<file path="src/sv/hsvrgb_pkg.sv">
`timescale 1ns / 1ps
// ----------------------------------------------------------------------------
// hsvrgb_pkg
// Shared types and constants for the HSV to RGB converter pipeline.
// ----------------------------------------------------------------------------
package hsvrgb_pkg;

    localparam int HUE_W  = 9;
    localparam int PCT_W  = 7;
    localparam int CH_W   = 8;
    localparam int QUO_W  = 4;
    localparam int FR_W   = 6;
    localparam int K_W    = 14;
    localparam int NUM_W  = 20;
    localparam int PROD_W = 44;
    localparam int NSTG   = 7;

    localparam int IN_TDATA_W  = 24;
    localparam int OUT_TDATA_W = 24;

    // hue / 60 as (hue * 1093) >> 16, exact for 9-bit hue
    localparam logic [10:0] RECIP_60 = 11'd1093;
    localparam int          RECIP_SH = 16;

    // floor(n * 255 / 600000) as (n * ceil(17 * 2^35 / 40000)) >> 35, exact for n < 2^20
    localparam logic [23:0] SCALE_C  = 24'd14602889;
    localparam int          SCALE_SH = 35;

    localparam logic [K_W-1:0]  K_FULL  = K_W'(6000);
    localparam logic [7:0]      PCT_MAX = 8'd100;
    localparam logic [K_W-1:0]  PCT_SC  = K_W'(60);
    localparam logic [FR_W-1:0] SEC_LEN = FR_W'(60);
    localparam logic [CH_W-1:0] CH_MAX  = {CH_W{1'b1}};

    typedef enum logic [2:0] {
        SEC_RY = 3'd0,
        SEC_YG = 3'd1,
        SEC_GC = 3'd2,
        SEC_CB = 3'd3,
        SEC_BM = 3'd4,
        SEC_MR = 3'd5
    } t_hue_sector;

    typedef struct packed {
        logic en_num;
        logic en_prod;
        logic en_chan;
    } t_chan_ctl;

endpackage

</file>
<file path="src/sv/hsvrgb_chan.sv">
`timescale 1ns / 1ps
// ----------------------------------------------------------------------------
// hsvrgb_chan
// Three-stage channel scaler: brightness times weight, clamp at zero,
// scale by 255/600000 and saturate to 8 bits.
// ----------------------------------------------------------------------------
module hsvrgb_chan (
    input  logic                              i_clk,
    input  hsvrgb_pkg::t_chan_ctl             i_ctl,
    input  logic [hsvrgb_pkg::PCT_W-1:0]      i_bri,
    input  logic signed [hsvrgb_pkg::K_W-1:0] i_k,
    output logic [hsvrgb_pkg::CH_W-1:0]       o_chan
);
    import hsvrgb_pkg::*;

    logic signed [NUM_W:0]  n_prod_bk;
    logic [NUM_W-1:0]       n_num;
    logic [NUM_W-1:0]       r_num;
    logic [PROD_W-1:0]      r_prod;
    logic [CH_W:0]          n_scaled;
    logic [CH_W-1:0]        r_chan;

    always_comb begin
        n_prod_bk = $signed({{(NUM_W-PCT_W){1'b0}}, i_bri}) * (NUM_W+1)'(i_k);
        n_num     = (n_prod_bk <= 0) ? '0 : n_prod_bk[NUM_W-1:0];
        n_scaled  = r_prod[SCALE_SH +: CH_W+1];
    end

    always_ff @(posedge i_clk) begin
        if (i_ctl.en_num) begin
            r_num <= n_num;
        end
        if (i_ctl.en_prod) begin
            r_prod <= PROD_W'(r_num) * PROD_W'(SCALE_C);
        end
        if (i_ctl.en_chan) begin
            r_chan <= n_scaled[CH_W] ? CH_MAX : n_scaled[CH_W-1:0];
        end
    end

    assign o_chan = r_chan;

endmodule

</file>
<file path="src/sv/hsv_to_rgb_converter.sv">
`timescale 1ns / 1ps
// ----------------------------------------------------------------------------
// hsv_to_rgb_converter
// Hexcone HSV to RGB conversion with exact integer arithmetic.
// ----------------------------------------------------------------------------
// Input stream: one request per beat on the s_ channel, tdata holds hue
// (9 bits, degrees), saturation and brightness (7 bits each, percent).
// Output stream: one result per request on the m_ channel, tdata holds
// red, green and blue (8 bits each), truncated toward zero.
// Stages from input handshake to o_m_tvalid, in order: hue divide by
// reciprocal, sector and fraction, channel weights, brightness multiply,
// 255/600000 scaling multiply, saturate, sector select.
// Throughput is one request per cycle unless stalled. Every stage has its
// own valid bit and loads when it is empty or the stage after it moves, so
// bubbles collapse and o_s_tready stays high while any stage is free.
// When the receiver holds i_m_tready low the result stays on o_m_tdata and
// the pipeline keeps filling; once all 7 stages are full o_s_tready drops.
// Synchronous reset (i_rst_n low) clears all valid bits; data registers
// are not reset.
// ----------------------------------------------------------------------------
module hsv_to_rgb_converter (
    input  logic                                  i_clk,
    input  logic                                  i_rst_n,
    input  logic                                  i_s_tvalid,
    output logic                                  o_s_tready,
    input  logic [hsvrgb_pkg::IN_TDATA_W-1:0]     i_s_tdata,  // hue, saturation, brightness
    output logic                                  o_m_tvalid,
    input  logic                                  i_m_tready,
    output logic [hsvrgb_pkg::OUT_TDATA_W-1:0]    o_m_tdata   // red, green, blue
);
    import hsvrgb_pkg::*;

    logic [NSTG-1:0] r_vld;
    logic [NSTG-1:0] en;

    logic [HUE_W-1:0]          in_hue;
    logic [PCT_W-1:0]          in_sat;
    logic [PCT_W-1:0]          in_bri;
    logic [HUE_W+10:0]         n_hq;

    // stage 1
    logic [HUE_W-1:0]          r_hue1;
    logic [PCT_W-1:0]          r_sat1;
    logic [PCT_W-1:0]          r_bri1;
    logic [QUO_W-1:0]          r_quo1;
    // stage 2
    logic [FR_W-1:0]           n_fr;
    logic [2:0]                n_sec;
    logic [FR_W-1:0]           r_fr2;
    t_hue_sector               r_sec2;
    logic [PCT_W-1:0]          r_sat2;
    logic [PCT_W-1:0]          r_bri2;
    // stage 3
    logic signed [7:0]         n_ps;
    logic [12:0]               n_fs;
    logic [12:0]               n_gs;
    logic signed [K_W-1:0]     r_kp3;
    logic signed [K_W-1:0]     r_kq3;
    logic signed [K_W-1:0]     r_kt3;
    logic [PCT_W-1:0]          r_bri3;
    t_hue_sector               r_sec3;
    // stages 4..6 inside channel units
    t_hue_sector               r_sec4;
    t_hue_sector               r_sec5;
    t_hue_sector               r_sec6;
    t_chan_ctl                 chan_ctl;
    logic [CH_W-1:0]           ch_v;
    logic [CH_W-1:0]           ch_p;
    logic [CH_W-1:0]           ch_q;
    logic [CH_W-1:0]           ch_t;
    // stage 7
    logic [CH_W-1:0]           n_red;
    logic [CH_W-1:0]           n_green;
    logic [CH_W-1:0]           n_blue;
    logic [CH_W-1:0]           r_red;
    logic [CH_W-1:0]           r_green;
    logic [CH_W-1:0]           r_blue;

    assign in_hue = i_s_tdata[HUE_W-1:0];
    assign in_sat = i_s_tdata[HUE_W +: PCT_W];
    assign in_bri = i_s_tdata[HUE_W+PCT_W +: PCT_W];

    always_comb begin
        en[NSTG-1] = !r_vld[NSTG-1] || i_m_tready;
        for (int i = NSTG-2; i >= 0; i--) begin
            en[i] = !r_vld[i] || en[i+1];
        end
    end

    assign o_s_tready = en[0];

    always_ff @(posedge i_clk) begin
        if (!i_rst_n) begin
            r_vld <= '0;
        end else begin
            if (en[0]) begin
                r_vld[0] <= i_s_tvalid;
            end
            for (int i = 1; i < NSTG; i++) begin
                if (en[i]) begin
                    r_vld[i] <= r_vld[i-1];
                end
            end
        end
    end

    // stage 1: quotient hue / 60
    assign n_hq = (HUE_W+11)'(in_hue) * (HUE_W+11)'(RECIP_60);

    always_ff @(posedge i_clk) begin
        if (en[0]) begin
            r_hue1 <= in_hue;
            r_sat1 <= in_sat;
            r_bri1 <= in_bri;
            r_quo1 <= n_hq[RECIP_SH +: QUO_W];
        end
    end

    // stage 2: fraction and sector
    always_comb begin
        n_fr  = FR_W'(r_hue1 - HUE_W'(r_quo1) * HUE_W'(SEC_LEN));
        n_sec = (r_quo1 >= QUO_W'(6)) ? 3'(r_quo1 - QUO_W'(6)) : 3'(r_quo1);
    end

    always_ff @(posedge i_clk) begin
        if (en[1]) begin
            r_fr2  <= n_fr;
            r_sec2 <= t_hue_sector'(n_sec);
            r_sat2 <= r_sat1;
            r_bri2 <= r_bri1;
        end
    end

    // stage 3: channel weights over denominator 6000
    always_comb begin
        n_ps = $signed(PCT_MAX) - $signed({1'b0, r_sat2});
        n_fs = 13'(r_fr2) * 13'(r_sat2);
        n_gs = 13'(SEC_LEN - r_fr2) * 13'(r_sat2);
    end

    always_ff @(posedge i_clk) begin
        if (en[2]) begin
            r_kp3  <= K_W'(n_ps) * $signed(PCT_SC);
            r_kq3  <= $signed(K_FULL) - $signed({1'b0, n_fs});
            r_kt3  <= $signed(K_FULL) - $signed({1'b0, n_gs});
            r_bri3 <= r_bri2;
            r_sec3 <= r_sec2;
        end
    end

    assign chan_ctl.en_num  = en[3];
    assign chan_ctl.en_prod = en[4];
    assign chan_ctl.en_chan = en[5];

    hsvrgb_chan u_chan_v (
        .i_clk  (i_clk),
        .i_ctl  (chan_ctl),
        .i_bri  (r_bri3),
        .i_k    ($signed(K_FULL)),
        .o_chan (ch_v)
    );

    hsvrgb_chan u_chan_p (
        .i_clk  (i_clk),
        .i_ctl  (chan_ctl),
        .i_bri  (r_bri3),
        .i_k    (r_kp3),
        .o_chan (ch_p)
    );

    hsvrgb_chan u_chan_q (
        .i_clk  (i_clk),
        .i_ctl  (chan_ctl),
        .i_bri  (r_bri3),
        .i_k    (r_kq3),
        .o_chan (ch_q)
    );

    hsvrgb_chan u_chan_t (
        .i_clk  (i_clk),
        .i_ctl  (chan_ctl),
        .i_bri  (r_bri3),
        .i_k    (r_kt3),
        .o_chan (ch_t)
    );

    always_ff @(posedge i_clk) begin
        if (en[3]) begin
            r_sec4 <= r_sec3;
        end
        if (en[4]) begin
            r_sec5 <= r_sec4;
        end
        if (en[5]) begin
            r_sec6 <= r_sec5;
        end
    end

    // stage 7: hexcone sector table
    always_comb begin
        case (r_sec6)
            SEC_RY: begin
                n_red = ch_v; n_green = ch_t; n_blue = ch_p;
            end
            SEC_YG: begin
                n_red = ch_q; n_green = ch_v; n_blue = ch_p;
            end
            SEC_GC: begin
                n_red = ch_p; n_green = ch_v; n_blue = ch_t;
            end
            SEC_CB: begin
                n_red = ch_p; n_green = ch_q; n_blue = ch_v;
            end
            SEC_BM: begin
                n_red = ch_t; n_green = ch_p; n_blue = ch_v;
            end
            default: begin
                n_red = ch_v; n_green = ch_p; n_blue = ch_q;
            end
        endcase
    end

    always_ff @(posedge i_clk) begin
        if (en[6]) begin
            r_red   <= n_red;
            r_green <= n_green;
            r_blue  <= n_blue;
        end
    end

    assign o_m_tvalid = r_vld[NSTG-1];
    assign o_m_tdata  = {r_blue, r_green, r_red};

endmodule

</file>
<file path="config.mk">
export PLATFORM = sky130hd
export DESIGN_NAME = hsv_to_rgb_converter
export DESIGN_NICKNAME = d
export VERILOG_FILES = /design/src/sv/hsvrgb_pkg.sv /design/src/sv/hsvrgb_chan.sv /design/src/sv/hsv_to_rgb_converter.sv
export SDC_FILE = /design/constraint.sdc
export NUM_CORES = 2
export LEC_CHECK = 0
export BUFFER_PORTS_ARGS = -buffer_cell sky130_fd_sc_hd__clkbuf_2
export CAP_MARGIN = 20
export CORE_UTILIZATION = 50
export CTS_BUF_LIST = sky130_fd_sc_hd__clkbuf_4 sky130_fd_sc_hd__clkbuf_8
export DETAILED_ROUTE_END_ITERATION = 10
export HOLD_SLACK_MARGIN = 0.08
export PLACE_DENSITY = 0.65
export SETUP_SLACK_MARGIN = 0.15
export SYNTH_ARGS = -nofsm -noshare
export SYNTH_HDL_FRONTEND = slang
export SYNTH_HIERARCHICAL = 1
export SYNTH_SLANG_ARGS = --single-unit
</file>
<file path="constraint.sdc">
create_clock -name i_clk -period 10.7 [get_ports i_clk]
set_input_delay 0.535 -clock i_clk [delete_from_list [all_inputs] [get_ports i_clk]]
set_output_delay 0.535 -clock i_clk [all_outputs]
set_load 0.01 [all_outputs]
</file>
==> Word level (Yosys, flattened, before mapping) <==
Cells that the tools add are included.
{ "totals": {"output_inout_bits": 26, "mem_count": 0, "ff_bits": 425, "mem_bits_ro": 0, "input_bits": 28, "ram_bits": 0, "word_cells": 90, "latch_bits": 0} }
{ "op_classes": {"eq_ne": 4, "add_sub_neg": 6, "mul": 13, "mux": 4, "n_shift": 0, "bitwise_logic": 0, "div": 0, "reduce_logical": 19, "order_cmp": 5} }
{ "op_table": {"columns": ["cell", "count"], "rows": [
  ["$mul A20 B24 Y44 const B", 4],
  ["$le A21 B1 Y1 const B", 4],
  ["$pmux W8 S3", 3],
  ["$mul A8 B14 Y21", 2],
  ["$sub A13 B13 Y14 const A", 2],
  ["$mul A9 B11 Y20 const B", 1],
  ["$mul A8 B12 Y19", 1],
  ["$mul A7 B9 Y16 const B", 1],
  ["$mul A6 B7 Y13", 1],
  ["$mul A7 B8 Y13", 1],
  ["$mul A8 B5 Y12 const B", 1],
  ["$reduce_or A2 Y1", 4],
  ["$sub A7 B7 Y8 const A", 1],
  ["$logic_not A1 Y1", 7],
  ["$logic_or A1 B1 Y1", 7],
  ["$sub A6 B6 Y7 const A", 1],
  ["$eq A3 B2 Y1 const B", 2],
  ["$sub A6 B6 Y6", 1],
  ["$ge A4 B3 Y1 const B", 1],
  ["$mul A4 B1 Y4 const B", 1],
  ["$eq A3 B1 Y1 const B", 1],
  ["$eq A3 B3 Y1 const B", 1],
  ["$logic_not A3 Y1", 1],
  ["$mux W3", 1],
  ["$sub A3 B3 Y3 const B", 1]
]} }

==> Depth between registers and ports, before layout <==
{ "logic_depth": {"depth_word": 8, "mapped_depth": 22, "mapped_depth_nobuf": 22} }

==> Modules after synthesis <==
The synthesis kept the hierarchy.
{ "modules_own_cells": {"columns": ["module", "cells_each", "seq_area_each_um2", "area_per_inst_um2", "instances"], "rows": [
  ["hsvrgb_chan (u_chan_t)", 1215, 1111.1, 12388.1, 1],
  ["hsvrgb_chan (u_chan_p)", 1201, 1111.1, 12359.4, 1],
  ["hsvrgb_chan (u_chan_q)", 1206, 1111.1, 12344.3, 1],
  ["hsvrgb_chan (u_chan_v)", 1166, 1111.1, 12146.6, 1],
  ["hsv_to_rgb_converter", 931, 4013.8, 10385.0, 1]
]} }

==> Worst setup path before layout <==
No wires, ideal clock.
{ "synth_timing": {"path_type": "reg2reg", "from": "reg u_chan_p.r_num[15]", "to": "reg u_chan_p.r_prod[39], data pin", "path_stages_with_launch": 21, "required_ns": 10.442, "arrival_time_ns": 5.895, "n_path_buf": 0, "setup_ns": 0.258, "slack_ns": 4.547, "cell_sequence": "edfxtp_1 > fa_1 > inv_1 > fa_1 > inv_1 > fa_1 > inv_1 > fa_1 > fa_1 > inv_1 > ha_1 > ha_1 > ha_1 > a21o_1 > a221oi_2 > o21ai_1 > a221o_1 > or3b_1 > a31o_2 > a21oi_2 > xnor2_1"} }
{ "synth_between": {"elab_chain_len": 1} }
{ "synth_lines": {"columns": ["element", "line", "text"], "rows": [
  ["start: declaration", "hsvrgb_chan.sv:18", "logic [NUM_W-1:0] r_num;"],
  ["start signal: assignment", "hsvrgb_chan.sv:31", "r_num <= n_num;"],
  ["$mul A20 B24 Y44", "hsvrgb_chan.sv:34", "r_prod <= PROD_W'(r_num) * PROD_W'(SCALE_C);"],
  ["end signal: assignment", "hsvrgb_chan.sv:34", null],
  ["end: declaration", "hsvrgb_chan.sv:19", "logic [PROD_W-1:0] r_prod;"]
]} }
No other way between the ends.
A chain may end at the register's enable or synchronous reset.

==> Worst setup path after layout <==
{ "layout_timing": {"from": "reg u_chan_v.r_num[9]", "to": "reg u_chan_v.r_prod[43], data pin"} }
{ "layout_between": {"elab_chain_len": 1} }
{ "layout_lines": {"columns": ["element", "line"], "rows": [
  ["start: declaration", "hsvrgb_chan.sv:18"],
  ["start signal: assignment", "hsvrgb_chan.sv:31"],
  ["$mul A20 B24 Y44", "hsvrgb_chan.sv:34"],
  ["end signal: assignment", "hsvrgb_chan.sv:34"],
  ["end: declaration", "hsvrgb_chan.sv:19"]
]} }
No other way between the ends.

==> metrics.md <==
| Metric | Value |
|---|---|
| Outcome | finished, final reports clean |
| Yosys reg bits | ~280 |
| CP Cell Sequence | fa_1 -> inv_1 -> fa_1 -> fa_1 -> inv_1 -> fa_1 -> fa_1 -> fa_1 -> ha_1 -> ha_1 -> nand4_1 -> nor4_1 -> o211ai_1 -> o221ai_1 -> o311ai_1 -> o21ai_1 -> a21oi_1 -> xnor2_1 |
| Worst EP required | approximately 11 ns |
| WHS Path Cells | 1 |
| Avg WL per Cell | approximately 16 um |
| CP delay by family, top | adder cells |
| DRT iter0 DRCs | roughly 1.6k |
| Worst Path Buf+Inv | 2 |
| Cell depth of the worst setup path | 18 |
| CP Class | reg2reg |
| Total CTS buffers | 50 |
| Vias post-DR | 38.3k |
| RSZ-0062 raised after global routing | false |
| Die Y | around 350 um |
| Synthesized area | 0.0596 mm2 |
| Initial antenna violation count | 1 |
| Startpoint class of the critical path | flop |
| Buffer count from post-CTS setup fixing | 0 |
| Post-DP Area | 0.0621 mm2 |
| R2r setup slk | about 3.5 ns |
| Arr. time, crit path | approximately 7.6 ns |
| Max-slew violations | 0 |
| YS warnings | 6 |
| Hold Path Class | in2reg |
| Antenna Nets Post-Route | 0 |
| Clock slew at reported path FFs | ~0.060 ns |
| Number of global-route vias before repair | 41.0k |
| Period Utilization, post-route | 0.674 |
| PostCTS Resize Cnt | 0 |
| Root Buffer | clkbuf_8 |
| Die area | around 0.12 mm2 |
| Final Cell Area | roughly 0.063 mm2 |
| Synth top area cells | fa_1, ha_1, edfxtp_1 |
| Post-DP HPWL | between 100000 and 150000 um |
| Syn Inst Count | ~5.7k |
| Max-slew headroom | 0.268 |
| MaxCap Viol Count | 0 |
| Fin crit period | around 7.2 ns |
| EDFF count, synth | 277 |
| CTS tree | done |
| Worst R2R Path Depth | 18 |
| ANT cells | 0 |
| Row Count | around 130 |
| I/O pin count | 54 |
| Max frequency | between 100 and 150 MHz |
| Clock Latency Late Sink | around 0.67 ns |
| Clock Skew | about 0.038 ns |
| Nets | between 8k and 9k |
| Starting Density | 0.505 |
| GRT Overall Usage | 0.205 |
| Post-synthesis area per instance | 10.4 um2 |
| Fill count | 10.4k |
| Clock sinks | 284 |
| Clock Path Buffers | 3 |
| Register area share after synthesis | 0.142 |
| Slew @ Worst Pin | around 1.1 ns |
| Post-synthesis async set-or-reset flop share | 0 |
| Largest net degree at the start of global routing | 57 |
| Post-route DRC | 0 |
| Top-area cell type share of the netlist area | 0.341 |
| Post-DR vias/cell | between 5 and 6 |
| Crit path max-delay cell type | nor4_1 |
| Final setup viols | 0 |
| Delay of the slowest cell on the worst path | between 0.7 and 0.8 ns |
| H-tree Lvls | 2 |
| First-pass GRT wire length | roughly 200000 um |
| Cell taking the most area after synthesis | fa_1 |
| Final GP Congestion | 0.891 |
| Buffers added on ports | 52 |
| Share of layout cells above drive strength 1 | 0.0464 |
| Final hold violation count | 0 |
| Netlist cell types | 93 |
| Layout area overhead | 6.37% |
| Total negative slack | 0 ns |
| Core Region | roughly 0.12 mm2 |
| Remaining global-route overflow | 0 |
| TritonRoute pass-1 iters | 5 |
| CP endpoint kind | flop |
| Cell repeated most along the worst path | fa_1 |
| Die Wd | roughly 350 um |
| CP max FO | 11 |
| Synth Flop Type | edfxtp_1 |
| WL final | approximately 120000 um |
[worst reg2reg max path: cells and delay by family, from the launching register on]
kind | cells | cell delay [ns]
AOI/OAI and AO/OA | 5 | 1.42
DFF | 1 | 0.64
buffers and inverters | 2 | 0.12
and+or+nand+nor | 2 | 0.92
adders and majority gates | 8 | 3.71
xor gates and xnor gates | 1 | 0.13
[cell usage after synthesis, types with 60 or more instances]
master / instances
a21o_1: 60
a21oi_1: 156
and2_1: 350
edfxtp_1: 277
fa_1: 1015
ha_1: 1107
inv_1: 1431
nand2_1: 241
nor2_1: 149
o21ai_0: 101
xnor2_1: 107
xor2_1: 92
[flip-flops by register name, indices dropped and copies added (netlist names), 8 cells and up]
name and count:
u_chan_v/r_num 20, u_chan_v/o_chan 8, r_red 8, u_chan_p/r_num 20
r_kq3 14, u_chan_t/o_chan 8, u_chan_p/o_chan 8, r_kt3 13
r_kp3 12, u_chan_p/r_prod 9, u_chan_t/r_num 20, u_chan_q/r_num 20
u_chan_v/r_prod 9, r_green 8, u_chan_q/r_prod 9, u_chan_t/r_prod 9
u_chan_q/o_chan 8, r_blue 8
[layout make-up]
type | instances | area [um2] | area share
Inverter | 1433 | 5380 | 0.0848
Multi-Input combinational cell | 4048 | 45900 | 0.724
Sequential cell | 284 | 8460 | 0.133
Clock inverter | 23 | 295 | 0.00466
Clock buffer | 67 | 841 | 0.0133
Tap cell | 1536 | 1920 | 0.0303
Timing Repair Buffer | 88 | 581 | 0.00915
[path summary, 6_finish.rpt]
check,from,end
setup / recovery,u_chan_v/r_num[9],u_chan_v/r_prod[43]
hold / removal,i_s_tdata[1],r_hue1[1]
setup reg to reg,u_chan_v/r_num[9],u_chan_v/r_prod[43]
hold reg to reg,r_sat1[4],r_sat2[4]
[cell families (layout without fill, tap and decap cells)]
family                   count (synthesis)  in the layout  share of synthesized area
adder cells (fa/ha/maj)               2122           2122                      0.573
flip-flops                             284            284                      0.142
AO/OA/AOI/OAI                          549            549                     0.0621
other                                    2            112                   0.000126
multiplexers                            44             44                    0.00787
buffers and inverters                 1497           1611                     0.0947
XOR/XNOR                               199            199                     0.0292
AND/OR/NAND/NOR                       1022           1022                     0.0910
[through the flow]
| stage | hold WS, ns | cells | setup slack, ns | utilization |
|---|---|---|---|---|
| floorplan | 0.400 | 5829 | 4.55 | - |
| global placement | 0.402 | 7370 | 3.60 | 0.526 |
| detailed placement | 0.405 | 7370 | 3.50 | 0.526 |
| CTS | 0.0977 | 7477 | 3.47 | 0.537 |
| global route | 0.124 | 7479 | 3.19 | 0.537 |
| finish | 0.176 | 7479 | 3.49 | 0.537 |
[timing repair]
| item | CTS | global route |
|---|---|---|
| hold endpoints to repair | 17 | 0 |
| hold buffers | 17 | 0 |
| setup endpoints to repair | 0 | 0 |
[routing by layer]
metal  GRT usage  share of wire  vias up
met1       0.290           0.47    19200
li1            -              -    18500
met5           0              0        -
met2       0.352           0.48      560
met3      0.0199          0.035       87
met4      0.0264          0.010        0
[layout by cell type, fill, tap and decap left out, types with 12 or more instances in the layout]
cell / n
inv_1: 1429
ha_1: 1107
xor2_1: 92
mux2_2: 23
buf_4: 17
edfxtp_1: 277
nor2b_1: 51
o21ai_0: 101
clkbuf_8: 54
fa_1: 1015
a21oi_1: 156
o21a_1: 24
nand4_1: 29
o211ai_1: 12
dlygate4sd3_1: 17
o21bai_1: 22
nor3_1: 32
nand2b_1: 15
nor2_1: 149
and3_1: 21
and2_1: 350
o22ai_1: 13
a21o_1: 60
a31oi_1: 17
or2_2: 46
conb_1: 112
mux2i_1: 21
nand3_1: 40
nand2_1: 240
xnor2_1: 106
clkbuf_4: 13
a211oi_1: 31
clkbuf_2: 52
Power is left out: the tool's default activity adds up to more than one toggle a clock period on the data nets, which glitch-free logic cannot reach.
